File: src/hst_pkg.sv
// ----------------------------------------------------------------------------
// hst_pkg
// Widths, codes and record types shared by the score table modules.
// ----------------------------------------------------------------------------
package hst_pkg;

  localparam int unsigned TABLE_DEPTH_DEF = 65536;
  localparam int unsigned FILL_SAMPLE_DEF = 1000;

  localparam int unsigned KIND_W  = 3;
  localparam int unsigned KEY_W   = 64;
  localparam int unsigned HALF_W  = 32;
  localparam int unsigned TAG_W   = 16;
  localparam int unsigned SCORE_W = 16;
  localparam int unsigned DEPTH_W = 8;
  localparam int unsigned FLAG_W  = 2;
  localparam int unsigned MOVE_W  = 22;
  localparam int unsigned FILL_W  = 10;
  localparam int unsigned CFG_W   = 17;

  // The index is zero or below the capped count, so it fits the register width.
  localparam int unsigned IDX_W  = CFG_W;
  localparam int unsigned PROD_W = HALF_W + CFG_W;
  localparam int unsigned SUM_W  = PROD_W + 1;

  localparam logic [CFG_W-1:0] CFG_RESET = 17'd65536;

  localparam int unsigned QUEUE_DEPTH = 2;

  localparam logic [KIND_W-1:0] KIND_LOOKUP     = 3'd0;
  localparam logic [KIND_W-1:0] KIND_STORE      = 3'd1;
  localparam logic [KIND_W-1:0] KIND_STORE_KEEP = 3'd2;
  localparam logic [KIND_W-1:0] KIND_FILL       = 3'd3;
  localparam logic [KIND_W-1:0] KIND_CLEAR      = 3'd4;

  typedef enum logic [2:0] {
    OP_LOOKUP,
    OP_STORE,
    OP_STORE_KEEP,
    OP_FILL,
    OP_CLEAR,
    OP_NOP
  } op_t;

  typedef struct packed {
    logic [MOVE_W-1:0]         move;
    logic [FLAG_W-1:0]         flag;
    logic [DEPTH_W-1:0]        depth;
    logic signed [SCORE_W-1:0] score;
    logic [TAG_W-1:0]          tag;
  } slot_t;

  typedef struct packed {
    op_t                       op;
    logic [IDX_W-1:0]          idx;
    logic [TAG_W-1:0]          tag;
    logic signed [SCORE_W-1:0] score;
    logic [DEPTH_W-1:0]        depth;
    logic [FLAG_W-1:0]         flag;
    logic [MOVE_W-1:0]         move;
  } entry_t;

  typedef struct packed {
    logic                      hit;
    logic [FLAG_W-1:0]         flag;
    logic [DEPTH_W-1:0]        depth;
    logic signed [SCORE_W-1:0] score;
    logic [MOVE_W-1:0]         move;
    logic [FILL_W-1:0]         fill;
  } result_t;

endpackage

File: src/hst_queue.sv
// ----------------------------------------------------------------------------
// hst_queue
// Small FIFO of decoded commands between the front end and the back end.
// ----------------------------------------------------------------------------
module hst_queue import hst_pkg::*; (
  input  logic   clk,
  input  logic   rst_n,
  input  logic   push_valid,
  input  entry_t push_data,
  output logic   push_ready,
  output logic   pop_valid,
  output entry_t pop_data,
  input  logic   pop_ready
);

  localparam int unsigned PTR_W = (QUEUE_DEPTH > 1) ? $clog2(QUEUE_DEPTH) : 1;
  localparam int unsigned CNT_W = $clog2(QUEUE_DEPTH + 1);

  entry_t           slots_r [QUEUE_DEPTH];
  logic [PTR_W-1:0] wr_ptr_r, wr_ptr_nxt;
  logic [PTR_W-1:0] rd_ptr_r, rd_ptr_nxt;
  logic [CNT_W-1:0] count_r, count_nxt;
  logic             do_push, do_pop;

  assign push_ready = (count_r != CNT_W'(QUEUE_DEPTH));
  assign pop_valid  = (count_r != '0);
  assign pop_data   = slots_r[rd_ptr_r];
  assign do_push    = push_valid && push_ready;
  assign do_pop     = pop_valid && pop_ready;

  always_comb begin
    wr_ptr_nxt = wr_ptr_r;
    rd_ptr_nxt = rd_ptr_r;
    if (do_push) begin
      wr_ptr_nxt = (wr_ptr_r == PTR_W'(QUEUE_DEPTH - 1)) ? '0 : wr_ptr_r + 1'b1;
    end
    if (do_pop) begin
      rd_ptr_nxt = (rd_ptr_r == PTR_W'(QUEUE_DEPTH - 1)) ? '0 : rd_ptr_r + 1'b1;
    end
    count_nxt = count_r + CNT_W'(do_push) - CNT_W'(do_pop);
  end

  always_ff @(posedge clk) begin
    if (!rst_n) begin
      wr_ptr_r <= '0;
      rd_ptr_r <= '0;
      count_r  <= '0;
    end else begin
      wr_ptr_r <= wr_ptr_nxt;
      rd_ptr_r <= rd_ptr_nxt;
      count_r  <= count_nxt;
    end
  end

  always_ff @(posedge clk) begin
    if (do_push) begin
      slots_r[wr_ptr_r] <= push_data;
    end
  end

endmodule

File: config.mk
export PLATFORM = sky130hd
export DESIGN_NAME = hst_queue
export DESIGN_NICKNAME = d
export VERILOG_FILES = /design/src/hst_pkg.sv /design/src/hst_queue.sv
export SDC_FILE = /design/constraint.sdc
export NUM_CORES = 1
export LEC_CHECK = 0
export BUFFER_PORTS_ARGS = -buffer_cell sky130_fd_sc_hd__buf_2
export CAP_MARGIN = 20
export CELL_PAD_IN_SITES_DETAIL_PLACEMENT = 1
export CELL_PAD_IN_SITES_GLOBAL_PLACEMENT = 1
export CORE_UTILIZATION = 35
export CTS_CLUSTER_DIAMETER = 150
export DETAILED_ROUTE_END_ITERATION = 8
export GPL_TIMING_DRIVEN = 0
export PLACE_DENSITY = 0.76
export SYNTH_ARGS = -nofsm -noshare
export SYNTH_HDL_FRONTEND = slang
export SYNTH_SLANG_ARGS = --single-unit
File: constraint.sdc
create_clock -name clk -period 5.09 [get_ports clk]
set_input_delay 0.509 -clock clk [delete_from_list [all_inputs] [get_ports clk]]
set_output_delay 0.509 -clock clk [all_outputs]
set_load 0.005 [all_outputs]
Yosys cells after proc, flatten, opt, wreduce, memory -nomap -nowiden. Memory sizes are Yosys's and may differ from the RTL's. A register that Yosys moved wholly into a read port is not among the register bits. Cells that the tools add are included.

Flip-flop bits (word level): 4. Memory bits (writable): 168. Input port bits: 88. Output and inout bits: 86. Logic and storage cells: 18. Memories: 1.

Memory list: slots_r (depth 2, width 84, read ports 1, clocked after Yosys merged registers in 1, write ports 1, line hst_queue.sv:19) `entry_t slots_r [QUEUE_DEPTH];`.

Add/subtract/negate cells: 4. Equality and inequality tests: 1. Muxes and demuxes: 6. Reductions and logical operators: 3.

Operators by type and width (number): 2-to-1 mux 1 bit (6); adder 1 bit, second input constant (2); adder 2 x 1 -> 2 bit (1); logical AND 1 bit (2); != test 2 bit, second input constant (1); nonzero test 2 bit (1); subtractor 2 x 1 -> 2 bit (1).

Longest topological paths before layout.
Depth in word-level cells: 4. Mapped depth: 6. Mapped depth without buffers: 6.

Least setup slack after synthesis. Ideal clock, no wire load.

Kind: register to register. Start point: register count_r[0]. End point: memory slots_r[1][0] (netlist name) (enable). Setup time: 452 ps. Arrival time: 2625 ps. Required time: 4638 ps. Path slack: 2013 ps. Cell stages (with the launch flop): 3. Buffers on the path: 0. Clock period less this slack: 3077 ps. Cells stage by stage: dfxtp_1 nand2b_1 and3_1.

Cells in the longest elaborated chain, start to end: 4.

RTL lines: from (decl) (line hst_queue.sv:22) `logic [CNT_W-1:0] count_r, count_nxt;`; from (signal assigned) (line hst_queue.sv:51) `count_r <= count_nxt;`; != test 2 bit (line hst_queue.sv:25) `assign push_ready = (count_r != CNT_W'(QUEUE_DEPTH));`; named net push_ready (line hst_queue.sv:10) `output logic push_ready,`; logical AND 1 bit (line hst_queue.sv:28) `assign do_push = push_valid && push_ready;`; 2-to-1 mux 1 bit (line hst_queue.sv:56) `if (do_push) begin`; 2-to-1 mux 1 bit (not written as such) (line hst_queue.sv:57) `slots_r[wr_ptr_r] <= push_data;`; to (decl) (line hst_queue.sv:19).

The timed path passes the listed nets, and every way through them passes these cells.

==> metrics <==
status finished with violations; failing checks DRC; global route total overflow 0; placed inst area 7782 um^2; pin count of the biggest net entering global routing 52; RSZ-0062 raised after global routing false; Worst Hold End slots_r[1][54]; drt drc 11; sequential area share after synthesis 0.7834; R2R depth 3; Clk Tree Root Cell clkbuf_16; Slew HR 0.5862; Pwr Density 458.2 nW/um^2; Antenna Cells 0; Synth top area share 0.7681; initial detailed-routing violation count 101; Area Overhead vs Synth 27.11%; setup repair bufs after CTS 0; Hold Violations, Final 0; Max Fclk 0.4690 GHz; period utilization 0.4189; die width 139.0 um; Setup CP Type reg -> out; Clock Path Buffers 2; row count 49; commonest cells in the netlist edfxtp_1, mux2_4, mux2_2; number of detailed-route iterations in the first pass 9; syn avg cell area 22.65 um^2; Yosys top cell by area edfxtp_1; DIE HEIGHT 139.0 um; Post-CTS Hold Fix Bufs 0; final worst slack 2.958 ns; pre-CTS setup slack 3.075 ns; Netlist cell types 26; top cells by area, synth edfxtp_1, mux2_4, mux2_2; number of enable flip-flop cells after synthesis 168; register clock-pin slew on the reported worst setup and hold paths 0.07 ns; Worst Skew 0.008652 ns; Layout Cell Area excl Fill 8348 um^2; setup_tns 0 ns; Total Routed Length 12.55 mm; antenna violations before repair 0; post-route ant nets 0; TritonCTS Buffers 17; Yosys reg bits 173; Total Routing Usage GR 0.1353; layout cells sized above 1 0.6076; Port Buffers 173; LEAKAGE 0.003228 uW; Most used DFF post-synth edfxtp_1; Critical Path RT 4.58 ns; Initial Utilization 0.3619; Post-Synthesis Cell Area 6568 um^2; first-pass GRT wire length 19.45 mm; HP Start push_data[54]; Vias/cell 4.523; syn_nets 379; total of max-cap violations 0; Avg WL per Cell 17.29 um; Cells after Synth 290; vias in the first global route 3669; type of origin of the critical path flip-flop; critical path peak fanout 10; CP arrival 1.62 ns; minimum clock period 2.132 ns; Post-CTS Resized 0; Reg-to-Reg End slots_r[1][80]; die area 19320 um^2; Least-Margin Pin Slew 0.6208 ns; most common cell in the synthesized netlist edfxtp_1; I/O pins 174; Vias 3284; Pins Over Slew Limit 0; Clock Latency Late Sink 0.42 ns; R2R Setup Slk 3.10 ns; GPL Wtd Cong 0.6673; Hold Crit Depth 1; Reg2Reg Launch Point count_r[0]; Hold Crit Class in -> reg; area of the core 18150 um^2; # H-tree levels 4; NumNets Final 573; synth warn 0; peak supply drop 0.2646 mV; FFs w/ async S/R, synth 0; CP endpoint kind output port; CTS sink count 173; Final setup viols 0; CTS tree yes; Detailed Place HPWL 8.476 mm
sequential cells by signal, indices dropped and copies added (netlist names), named ones only:
| name | count |
|---|---|
| rd_ptr_r | 1 |
| count_r | 2 |
| wr_ptr_r | 1 |
| slots_r | 168 |
layout by cell type, fill, tap and decap left out, types with 2 or more instances in the layout:
master      instances
nor2_1              2
clkinvlp_4          3
nand2b_1            2
mux2_4             60
inv_8               2
inv_6               3
clkinv_4            3
dfxtp_1             5
buf_2             175
buf_16              2
and2_1              3
mux2_2             24
edfxtp_1          168
buf_6               7
clkbuf_16          17
stage by stage:
step | utilization | std cells | hold slack [ns] | total power, uW
after floorplan | - | 290 | 0.5180 | 2312
after global placement | 0.4254 | 692 | 0.5317 | 2608
after detailed placement | 0.4288 | 694 | 0.5829 | 2639
after CTS | 0.4600 | 726 | 0.2537 | 3889
after global routing | 0.4600 | 726 | 0.2482 | 3997
final | 0.4600 | 726 | 0.2728 | 3825
worst max path at each step:
stage | to | slack, ns | startpoint
2_1_floorplan | slots_r[1][0] | 2.01 | count_r[0]
3_3_place_gp | slots_r[1][40] | 0.91 | push_valid
3_5_place_dp | slots_r[1][80] | 3.07 | push_valid
4_1_cts | pop_data[70] | 2.90 | flip-flop
5_1_grt | pop_data[64] | 2.85 | flip-flop
6_report | pop_data[13] | 2.96 | flip-flop
worst max-delay path, cell delays in order, from the launching register on:
cell and delay (ns):
dfxtp_1 0.35, buf_6 0.20, buf_6 0.20, mux2_4 0.32, buf_2 0.13
final cells by class:
type / count / area (um^2)
tap: 229 / 286.5
fill: 1768 / 9799
buffer: 9 / 88.84
multi-input combinational: 107 / 1335
sequential: 173 / 5145
inverter: 1 / 6.256
clock inverter: 14 / 136.4
clock buffer: 18 / 429.2
timing repair buffer: 175 / 920.9
metal layers:
metal	global-route usage	routed length, um	up-vias
li1	-	-	1543
met1	0.1535	5150	1601
met2	0.2323	6403	119
met3	0.04834	765	21
met4	0.05439	232	0
met5	0	0	-
cells by family (layout without fill, tap and decap cells):
family          Yosys count  in the layout  share of synthesized area
flops                   173            173                     0.7834
mux                      85             85                     0.1798
simple gates             13             13                    0.01124
buf+inv                  10            217                    0.01410
compound gates            7              7                   0.008192
fa+ha+maj                 1              1                   0.001905
xor+xnor                  1              1                   0.001334
power by group:
group	total (uW)	leakage [uW]	switching (uW)	internal, uW
combinational	812	0.00135	361	452
sequential	1770	0.00161	42.9	1730
clock	1240	0.000269	554	684
total	3820	0.00323	958	2870
(Power assumes the default switching activity.)
