==> src/hst_pkg.sv <==
// ----------------------------------------------------------------------------
// hst_pkg
// Widths, codes and record types shared by the score table modules.
// ----------------------------------------------------------------------------
package hst_pkg;

  localparam int unsigned TABLE_DEPTH_DEF = 65536;
  localparam int unsigned FILL_SAMPLE_DEF = 1000;

  localparam int unsigned KIND_W  = 3;
  localparam int unsigned KEY_W   = 64;
  localparam int unsigned HALF_W  = 32;
  localparam int unsigned TAG_W   = 16;
  localparam int unsigned SCORE_W = 16;
  localparam int unsigned DEPTH_W = 8;
  localparam int unsigned FLAG_W  = 2;
  localparam int unsigned MOVE_W  = 22;
  localparam int unsigned FILL_W  = 10;
  localparam int unsigned CFG_W   = 17;

  // The index is zero or below the capped count, so it fits the register width.
  localparam int unsigned IDX_W  = CFG_W;
  localparam int unsigned PROD_W = HALF_W + CFG_W;
  localparam int unsigned SUM_W  = PROD_W + 1;

  localparam logic [CFG_W-1:0] CFG_RESET = 17'd65536;

  localparam int unsigned QUEUE_DEPTH = 2;

  localparam logic [KIND_W-1:0] KIND_LOOKUP     = 3'd0;
  localparam logic [KIND_W-1:0] KIND_STORE      = 3'd1;
  localparam logic [KIND_W-1:0] KIND_STORE_KEEP = 3'd2;
  localparam logic [KIND_W-1:0] KIND_FILL       = 3'd3;
  localparam logic [KIND_W-1:0] KIND_CLEAR      = 3'd4;

  typedef enum logic [2:0] {
    OP_LOOKUP,
    OP_STORE,
    OP_STORE_KEEP,
    OP_FILL,
    OP_CLEAR,
    OP_NOP
  } op_t;

  typedef struct packed {
    logic [MOVE_W-1:0]         move;
    logic [FLAG_W-1:0]         flag;
    logic [DEPTH_W-1:0]        depth;
    logic signed [SCORE_W-1:0] score;
    logic [TAG_W-1:0]          tag;
  } slot_t;

  typedef struct packed {
    op_t                       op;
    logic [IDX_W-1:0]          idx;
    logic [TAG_W-1:0]          tag;
    logic signed [SCORE_W-1:0] score;
    logic [DEPTH_W-1:0]        depth;
    logic [FLAG_W-1:0]         flag;
    logic [MOVE_W-1:0]         move;
  } entry_t;

  typedef struct packed {
    logic                      hit;
    logic [FLAG_W-1:0]         flag;
    logic [DEPTH_W-1:0]        depth;
    logic signed [SCORE_W-1:0] score;
    logic [MOVE_W-1:0]         move;
    logic [FILL_W-1:0]         fill;
  } result_t;

endpackage

==> src/hst_item_if.sv <==
// ----------------------------------------------------------------------------
// hst_item_if
// Request channel of the score table: one command per transaction.
// ----------------------------------------------------------------------------
interface hst_item_if import hst_pkg::*; ();
  logic                      valid;
  logic                      ready;
  logic [KIND_W-1:0]         kind;
  logic [KEY_W-1:0]          key;
  logic [FLAG_W-1:0]         bound_flag;
  logic [DEPTH_W-1:0]        search_depth;
  logic signed [SCORE_W-1:0] score_value;
  logic [MOVE_W-1:0]         move_code;

  modport source (
    output valid, kind, key, bound_flag, search_depth, score_value, move_code,
    input  ready
  );
  modport sink (
    input  valid, kind, key, bound_flag, search_depth, score_value, move_code,
    output ready
  );
endinterface

==> src/hst_front.sv <==
// ----------------------------------------------------------------------------
// hst_front
// Accepts commands, decodes them and computes the slot index in two stages.
// ----------------------------------------------------------------------------
module hst_front import hst_pkg::*; #(
  parameter int unsigned TABLE_DEPTH = TABLE_DEPTH_DEF
) (
  input  logic             clk,
  input  logic             rst_n,
  hst_item_if.sink         in_item,
  input  logic [CFG_W-1:0] entries_in_use,
  input  logic             enable,
  output logic             q_valid,
  output entry_t           q_data,
  input  logic             q_ready
);

  localparam int unsigned AW      = $clog2(TABLE_DEPTH);
  localparam int unsigned IFULL_W = SUM_W - HALF_W;
  localparam int unsigned CMP_W   = (AW + 1 > IFULL_W) ? AW + 1 : IFULL_W;

  logic               s1_v_r, s1_v_nxt;
  logic               s2_v_r, s2_v_nxt;
  entry_t             s1_ent_r, s2_ent_r;
  logic [KEY_W-1:0]   s1_key_r;
  logic [PROD_W-1:0]  prod_hi_r, prod_lo_r;
  logic [CFG_W-1:0]   eff_entries;
  logic [SUM_W-1:0]   idx_sum;
  logic [IFULL_W-1:0] idx_full;
  logic [IDX_W-1:0]   idx;
  logic               in_acc, s2_free, s1_go;
  entry_t             in_ent;

  function automatic op_t decode_kind(input logic [KIND_W-1:0] kind);
    op_t op;
    unique case (kind)
      KIND_LOOKUP:     op = OP_LOOKUP;
      KIND_STORE:      op = OP_STORE;
      KIND_STORE_KEEP: op = OP_STORE_KEEP;
      KIND_FILL:       op = OP_FILL;
      KIND_CLEAR:      op = OP_CLEAR;
      default:         op = OP_NOP;
    endcase
    return op;
  endfunction

  assign s2_free = !s2_v_r || q_ready;
  assign s1_go   = s1_v_r && s2_free;
  assign in_item.ready = enable && (!s1_v_r || s2_free);
  assign in_acc  = in_item.valid && in_item.ready;

  always_comb begin
    in_ent       = '0;
    in_ent.op    = decode_kind(in_item.kind);
    in_ent.tag   = in_item.key[TAG_W-1:0];
    in_ent.score = in_item.score_value;
    in_ent.depth = in_item.search_depth;
    in_ent.flag  = in_item.bound_flag;
    in_ent.move  = in_item.move_code;
  end

  // Entry count is capped at the physical depth.
  assign eff_entries = (CMP_W'(entries_in_use) > CMP_W'(TABLE_DEPTH)) ?
                       CFG_W'(TABLE_DEPTH) : entries_in_use;

  assign idx_sum  = SUM_W'(prod_hi_r) + SUM_W'(prod_lo_r[PROD_W-1:HALF_W]);
  assign idx_full = idx_sum[SUM_W-1:HALF_W];
  assign idx      = (CMP_W'(idx_full) >= CMP_W'(TABLE_DEPTH)) ?
                    IDX_W'(TABLE_DEPTH - 1) : IDX_W'(idx_full);

  assign s1_v_nxt = in_acc || (s1_v_r && !s2_free);
  assign s2_v_nxt = s1_go || (s2_v_r && !q_ready);

  always_ff @(posedge clk) begin
    if (!rst_n) begin
      s1_v_r <= 1'b0;
      s2_v_r <= 1'b0;
    end else begin
      s1_v_r <= s1_v_nxt;
      s2_v_r <= s2_v_nxt;
    end
  end

  always_ff @(posedge clk) begin
    if (in_acc) begin
      s1_ent_r <= in_ent;
      s1_key_r <= in_item.key;
    end
    if (s1_go) begin
      s2_ent_r  <= s1_ent_r;
      prod_hi_r <= PROD_W'(s1_key_r[KEY_W-1:HALF_W]) * PROD_W'(eff_entries);
      prod_lo_r <= PROD_W'(s1_key_r[HALF_W-1:0]) * PROD_W'(eff_entries);
    end
  end

  always_comb begin
    q_data     = s2_ent_r;
    q_data.idx = idx;
  end
  assign q_valid = s2_v_r;

endmodule

==> src/flat_wrapper.sv <==
// flat-port wrapper written by rule: the top's interface ports become plain ports
module hst_front_flat import hst_pkg::*;
#(
  parameter int unsigned TABLE_DEPTH = TABLE_DEPTH_DEF
)
  (clk, rst_n, entries_in_use, enable, q_valid, q_data, q_ready, in_item_valid, in_item_kind, in_item_key, in_item_bound_flag, in_item_search_depth, in_item_score_value, in_item_move_code, in_item_ready);
  hst_item_if in_item_i ();
  input  logic clk;
  input  logic rst_n;
  input  logic [CFG_W-1:0] entries_in_use;
  input  logic enable;
  output logic q_valid;
  output entry_t q_data;
  input  logic q_ready;
  input wire logic [$bits(in_item_i.valid)-1:0] in_item_valid;
  input wire logic [$bits(in_item_i.kind)-1:0] in_item_kind;
  input wire logic [$bits(in_item_i.key)-1:0] in_item_key;
  input wire logic [$bits(in_item_i.bound_flag)-1:0] in_item_bound_flag;
  input wire logic [$bits(in_item_i.search_depth)-1:0] in_item_search_depth;
  input wire logic [$bits(in_item_i.score_value)-1:0] in_item_score_value;
  input wire logic [$bits(in_item_i.move_code)-1:0] in_item_move_code;
  output wire logic [$bits(in_item_i.ready)-1:0] in_item_ready;
  assign in_item_i.valid = in_item_valid;
  assign in_item_i.kind = in_item_kind;
  assign in_item_i.key = in_item_key;
  assign in_item_i.bound_flag = in_item_bound_flag;
  assign in_item_i.search_depth = in_item_search_depth;
  assign in_item_i.score_value = in_item_score_value;
  assign in_item_i.move_code = in_item_move_code;
  assign in_item_ready = in_item_i.ready;
  hst_front #(.TABLE_DEPTH(TABLE_DEPTH)) u_core (.clk(clk), .rst_n(rst_n), .in_item(in_item_i), .entries_in_use(entries_in_use), .enable(enable), .q_valid(q_valid), .q_data(q_data), .q_ready(q_ready));
endmodule
==> config.mk <==
export PLATFORM = sky130hd
export DESIGN_NAME = hst_front_flat
export DESIGN_NICKNAME = d
export VERILOG_FILES = /design/src/hst_pkg.sv /design/src/hst_item_if.sv /design/src/hst_front.sv /design/src/flat_wrapper.sv
export SDC_FILE = /design/constraint.sdc
export NUM_CORES = 2
export LEC_CHECK = 0
export BUFFER_PORTS_ARGS = -buffer_cell sky130_fd_sc_hd__buf_2
export CORE_MARGIN = 3
export CORE_UTILIZATION = 50
export CTS_CLUSTER_SIZE = 24
export DETAILED_ROUTE_END_ITERATION = 10
export GPL_ROUTABILITY_DRIVEN = 0
export GPL_TIMING_DRIVEN = 0
export PLACE_DENSITY_LB_ADDON = 0.15
export SLEW_MARGIN = 20
export SYNTH_ARGS = -nofsm -noshare
export SYNTH_HDL_FRONTEND = slang
export SYNTH_SLANG_ARGS = --single-unit
==> constraint.sdc <==
create_clock -name clk -period 11.2 [get_ports clk]
set_input_delay 1.68 -clock clk [delete_from_list [all_inputs] [get_ports clk]]
set_output_delay 1.68 -clock clk [all_outputs]
set_load 0.01 [all_outputs]
# --- After elaboration in Yosys (flattened, before gate mapping) ---
# Cells that the tools add are included.
word_totals:
  reg_bits: 298
  output_inout_bits: 86
  input_bits: 137
  word_cells: 43
op_classes:
  n_addsub: 1
  eq_ne: 4
  n_reduce_logical: 14
  magnitude_cmp: 2
  multipliers: 2
  muxes: 3
ops:
  columns: ["cell", "count"]
  rows:
  - ["multiplier 32 x 17 -> 49 bit", 2]
  - ["adder 49 x 17 -> 50 bit", 1]
  - ["two-way mux 17 bit", 2]
  - [">= comparator 18 x 17 -> 1 bit, second input constant", 1]
  - ["greater-than comparator 17 bit, second input constant", 1]
  - ["one-hot mux 3 bit (5 select lines)", 1]
  - ["equality test 3 x 2 -> 1 bit, second input constant", 2]
  - ["logical AND 1 bit", 5]
  - ["zero test 1 bit", 4]
  - ["logical OR 1 bit", 4]
  - ["equality test 3 x 1 -> 1 bit, second input constant", 1]
  - ["equality test 3 bit, second input constant", 1]
  - ["zero test 3 bit", 1]

# --- Logic depth before layout (Yosys ltp) ---
logic_depth:
  word_depth: 6
  ltp_mapped: 29
  ltp_nobuf: 27

# --- Worst setup path after synthesis ---
# Ideal clock, no wire load.
synth_path:
  path_kind: "input to register"
  start: "input entries_in_use[10]"
  end: "register u_core.prod_lo_r[48] (data pin)"
  setup_time_ns: 0.260
  n_path_buf: 3
  required_time_ns: 10.940
  path_stages: 28
  t_arrival_ns: 8.396
  setup_slack_ns: 2.544
  path_cell_list: "nor4_1 > a41oi_1 > nor2b_1 > clkbuf_1 > clkbuf_1 > nand2_1 > fa_1 > inv_1 > fa_1 > inv_1 > fa_1 > inv_1 > fa_1 > fa_1 > inv_1 > fa_1 > inv_1 > ha_1 > clkbuf_1 > and3_1 > nand3_1 > a211o_1 > o211a_1 > o31ai_4 > o21ai_1 > o2111ai_1 > a21oi_1 > xnor2_1"
synth_between:
  elab_chain_len: 3
synth_lines:
  columns: ["element", "line", "source"]
  rows:
  - ["start: declaration", "flat_wrapper.sv:10", "input logic [CFG_W-1:0] entries_in_use;"]
  - ["greater-than comparator 17 bit", "hst_front.sv:63", "assign eff_entries = (CMP_W'(entries_in_use) > CMP_W'(TABLE_DEPTH)) ?"]
  - ["two-way mux 17 bit *", "hst_front.sv:63", null]
  - ["multiplier 32 x 17 -> 49 bit *", "hst_front.sv:92", "prod_lo_r <= PROD_W'(s1_key_r[HALF_W-1:0]) * PROD_W'(eff_entries);"]
  - ["end signal: assignment", "hst_front.sv:92", null]
  - ["end: declaration", "hst_front.sv:26", "logic [PROD_W-1:0] prod_hi_r, prod_lo_r;"]
# Every way passes the cells marked *; elsewhere a longest branch is shown, timed or not.
# A chain may end at the register's enable or synchronous reset.

# --- Final worst setup path ---
# Same ends and word-level chain as after synthesis.

==> flow_metrics.py <==
metrics = {
    "status": {
        "run_status": "finished clean",
    },
    "setup_path": {
        "worst_path_dominant_cell_family": "adder cells",
        "kind_of_end_point_of_the_critical_path": "flip-flop",
        "ff2ff_path_depth": 25,
        "crit_required_ns": 11.49,
        "path_common_cell": "sky130_fd_sc_hd__fa_1",
        "critPathKind": "in2reg",
        "path_max_fanout": 10,
        "critPathArrivalTime_ns": 11.02,
        "critPathLaunch": "entries_in_use[10]",
        "crit_path_top_delay_cell": "sky130_fd_sc_hd__clkbuf_1",
        "startpoint_type": "primary input",
        "critical_path_cell_count": 29,
        "r2r_start": "u_core.s1_key_r[25]",
        "crit_path_max_incr_delay_ns": 0.94,
        "worst-path-buf-inv": 9,
    },
    "placement": {
        "portBuffers": 221,
        "place.detailed.hpwl_microns": 99200,
        "postPlaceCellArea_sq_um": 44700,
    },
    "drt": {
        "drt_pass1_iterations": 6,
        "wl_microns": 121000,
        "route.detailed.vias_per_inst": 5.41,
        "drt.antenna.violating_nets": 0,
        "wl_per_cell_microns": 21.6,
        "initialDrtViolationCount": 2323,
        "via_count": 30400,
        "drt_drc_violations_left": 0,
    },
    "clocking": {
        "cts_inserted_buffers": 34,
        "post_cts.repair.setup_buffers": 0,
        "cts_root_buffer": "sky130_fd_sc_hd__clkbuf_16",
        "cts_num_sinks": 250,
        "clock_latency_on_the_worst_skew_pair_ns": 0.58,
        "cts_tree": "done",
        "clock_path_buffers": 3,
        "cts.hold.buffers_added": 0,
        "htree_num_levels": 2,
        "cts.repair.resized": 0,
        "path_clk_slew_ns": 0.06,
    },
    "timing": {
        "clock_skew_ns": 0.0374,
        "final-max-slew-violation-count": 0,
        "finalSetupTns_ns": 0,
        "timing.final.crit_share_pct": 95.9,
        "worst_slew_pin_slew_ns": 1.25,
        "fin_hold_ws_ns": 0.415,
        "timing.final.hold_violations": 0,
        "maxClockFrequency_mhz": 93.1,
        "slew_headroom_pct": 16.9,
        "fin_crit_ns": 10.74,
        "report.final.setup_viol": 0,
        "rsz_0062_raised_after_global_routing": "false",
    },
    "layout": {
        "fin_area_sq_um": 45800,
        "ff_latch_area_sq_um": 7490,
        "total_area_of_multi_input_combinational_cells_sq_um": 30000,
        "syn2layout_area_growth_pct": 8.79,
        "nNetsFinal": 5820,
        "fillCellCount": 7532,
        "post_route_cells_drive_above_1_share_pct": 6.73,
    },
    "pwr": {
        "total_power_w": 0.00925,
        "total_leakage_power_nw": 22.4,
        "p_per_area_nw_per_um2": 202,
        "peakVddDrop_v": 0.000257,
    },
    "floorplanning": {
        "starting_utilization_of_the_core_area_pct": 50.8,
        "coreArea_sq_um": 82800,
        "pin_count": 223,
        "dieHeight_microns": 296,
        "site_row_count": 105,
        "die_x_microns": 296,
        "die_area_sq_um": 87600,
    },
    "yosys": {
        "post_synthesis_sequential_area_ratio_pct": 17.8,
        "synth_cells": 4263,
        "ys.warnings.count": 0,
        "ys_types": 69,
        "mappedNetlistArea_sq_um": 42100,
        "syn-num-nets": 5556,
        "postSynth.topFlopCell": "sky130_fd_sc_hd__edfxtp_1",
        "avgSynthCellArea_sq_um": 9.87,
        "ys_async_sr_fraction_pct": 0,
        "synth-edff-count": 248,
        "register_bit_count_reported_by_yosys": 250,
    },
    "global_routing": {
        "grt_max_degree": 49,
        "antenna_found_initial": 15,
        "grt_pass1_wl_microns": 188000,
        "global_route.overflow_total": 0,
        "globalRouteTotalUtil_pct": 29.0,
        "first_global_vias": 31800,
    },
    "job": {
        "max_cap_viol_count": 0,
    },
    "worst_hold_path": {
        "hold_path.class": "reg2reg",
        "hold_depth": 0,
        "hold_path_startpoint": "u_core.s1_ent_r[25]",
    },
}
==> stage by stage <==
| stage | instances | util, % | worst slack (ns) |
|---|---|---|---|
| final | 5626 | 55.3 | 0.464 |
| after global routing | 5619 | 55.3 | 0.0442 |
| after CTS | 5619 | 55.3 | 0.348 |
| after detailed placement | 5561 | 54.0 | -0.226 |
| after global placement | 5554 | 53.8 | -0.528 |
| after floorplan | 4263 | - | 2.54 |
==> worst reg2reg max path, cell delays in order, from the launching register on <==
cell and delay [ns]:
sky130_fd_sc_hd__edfxtp_1 0.31, sky130_fd_sc_hd__buf_1 0.52, sky130_fd_sc_hd__clkbuf_1 0.64, sky130_fd_sc_hd__nand2_1 0.16, sky130_fd_sc_hd__fa_1 0.57, sky130_fd_sc_hd__inv_1 0.05
sky130_fd_sc_hd__fa_1 0.47, sky130_fd_sc_hd__inv_1 0.05, sky130_fd_sc_hd__fa_1 0.49, sky130_fd_sc_hd__inv_1 0.05, sky130_fd_sc_hd__fa_1 0.44, sky130_fd_sc_hd__fa_1 0.52
sky130_fd_sc_hd__inv_1 0.05, sky130_fd_sc_hd__fa_1 0.48, sky130_fd_sc_hd__inv_1 0.04, sky130_fd_sc_hd__ha_1 0.26, sky130_fd_sc_hd__clkbuf_1 0.33, sky130_fd_sc_hd__and3_1 0.38
sky130_fd_sc_hd__nand3_1 0.11, sky130_fd_sc_hd__a211o_1 0.27, sky130_fd_sc_hd__o211a_1 0.36, sky130_fd_sc_hd__o31ai_4 0.42, sky130_fd_sc_hd__o21ai_1 0.22, sky130_fd_sc_hd__o2111ai_1 0.32
sky130_fd_sc_hd__a21oi_1 0.14, sky130_fd_sc_hd__xnor2_1 0.47
==> area by class of cell <==
cell class	instances	share of cell area (%)
timing repair buffer	228	2.76
buffer	206	1.72
clock buffer	39	1.90
clock inverter	19	0.416
sequential	250	16.4
inverter	1022	8.38
multi-input combinational	2785	65.5
antenna	7	0.0383
tap	1070	2.93
==> kinds of logic after synthesis <==
kind of cell	Yosys count	share of synthesized area, %
flip-flops	250	17.8
adder cells (fa/ha/maj)	1156	50.4
AO/OA/AOI/OAI	248	4.00
multiplexers	1	0.0238
other	1	0.00892
AND/OR/NAND/NOR	1307	15.3
buffers and inverters	1228	11.0
XOR/XNOR	72	1.50
==> flip-flops by register name, indices dropped and copies added (netlist names) <==
name	flops
u_core.q_data	67
u_core.s1_ent_r	51
u_core.prod_lo_r	17
u_core.q_valid	1
u_core.prod_hi_r	49
u_core.s1_v_r	1
u_core.s1_key_r	64
==> cells in the mapped netlist, types with 3 or more instances <==
cell / count / area [sq um]
sky130_fd_sc_hd__nor2_1: 37 / 139
sky130_fd_sc_hd__fa_1: 896 / 17900
sky130_fd_sc_hd__nor3_1: 7 / 35.0
sky130_fd_sc_hd__a21oi_1: 82 / 410
sky130_fd_sc_hd__o211ai_1: 4 / 30.0
sky130_fd_sc_hd__a311oi_1: 6 / 52.6
sky130_fd_sc_hd__edfxtp_1: 248 / 7450
sky130_fd_sc_hd__o21ai_0: 32 / 160
sky130_fd_sc_hd__o21a_1: 11 / 82.6
sky130_fd_sc_hd__xor2_1: 27 / 236
sky130_fd_sc_hd__or2_2: 3 / 18.8
sky130_fd_sc_hd__nor2b_1: 30 / 188
sky130_fd_sc_hd__ha_1: 260 / 3250
sky130_fd_sc_hd__a211oi_1: 7 / 52.6
sky130_fd_sc_hd__and3_1: 16 / 100
sky130_fd_sc_hd__nor4_1: 5 / 31.3
sky130_fd_sc_hd__nand4_1: 16 / 100
sky130_fd_sc_hd__inv_1: 1022 / 3840
sky130_fd_sc_hd__nand2_1: 652 / 2450
sky130_fd_sc_hd__or3_1: 3 / 18.8
sky130_fd_sc_hd__buf_1: 9 / 33.8
sky130_fd_sc_hd__a211o_1: 5 / 43.8
sky130_fd_sc_hd__xnor2_1: 45 / 394
sky130_fd_sc_hd__a31oi_1: 5 / 31.3
sky130_fd_sc_hd__o21ai_2: 3 / 26.3
sky130_fd_sc_hd__o21bai_1: 9 / 67.6
sky130_fd_sc_hd__clkbuf_1: 195 / 732
sky130_fd_sc_hd__nand3_1: 28 / 140
sky130_fd_sc_hd__nand2b_1: 5 / 31.3
sky130_fd_sc_hd__a21o_1: 48 / 360
sky130_fd_sc_hd__o2111ai_1: 3 / 26.3
sky130_fd_sc_hd__o31ai_1: 4 / 30.0
sky130_fd_sc_hd__a41oi_1: 3 / 26.3
sky130_fd_sc_hd__and2_1: 495 / 3100
==> final timing paths <==
check	endpoint	slack, ns
min reg2reg	u_core.q_data[25]	0.41
min	u_core.q_data[25]	0.41
max	u_core.prod_lo_r[48]	0.46
max reg2reg	u_core.prod_lo_r[48]	2.78
==> layer usage <==
layer,global-route usage [%],up-vias,wire (microns)
met5,0,-,78
met4,9.44,10,4460
met3,8.29,250,13300
met2,45.8,1379,55500
met1,38.8,15700,48000
li1,-,13100,-
==> cells in the final DEF, fill, tap and decap left out, types with 7 or more instances in the layout <==
master                      netlist  routed
sky130_fd_sc_hd__and2_1         495     494
sky130_fd_sc_hd__buf_1            9       9
sky130_fd_sc_hd__buf_2            1     222
sky130_fd_sc_hd__edfxtp_1       248     248
sky130_fd_sc_hd__nand2_1        652     652
sky130_fd_sc_hd__ha_1           260     260
sky130_fd_sc_hd__and3_1          16      16
sky130_fd_sc_hd__fa_1           896     896
sky130_fd_sc_hd__nand4_1         16      16
sky130_fd_sc_hd__xnor2_1         45      45
sky130_fd_sc_hd__xor2_1          27      27
sky130_fd_sc_hd__clkbuf_1       195     193
sky130_fd_sc_hd__o21bai_1         9       9
sky130_fd_sc_hd__nor3_1           7       7
sky130_fd_sc_hd__nor2b_1         30      29
sky130_fd_sc_hd__nor2_1          37      37
sky130_fd_sc_hd__diode_2          0       7
sky130_fd_sc_hd__clkbuf_16        0      34
sky130_fd_sc_hd__o21a_1          11      11
sky130_fd_sc_hd__a21o_1          48      48
sky130_fd_sc_hd__inv_1         1022    1022
sky130_fd_sc_hd__a211oi_1         7       7
sky130_fd_sc_hd__clkbuf_2         0       7
sky130_fd_sc_hd__o21ai_0         32      32
sky130_fd_sc_hd__a21oi_1         82      82
sky130_fd_sc_hd__nand3_1         28      28
==> power by group <==
| group | internal, W | switching (W) |
|---|---|---|
| sequential | 0.00137 | 0.0000937 |
| combinational | 0.00273 | 0.00400 |
| clock | 0.000593 | 0.000452 |
No activity file was read; power rests on OpenSTA's default activity.
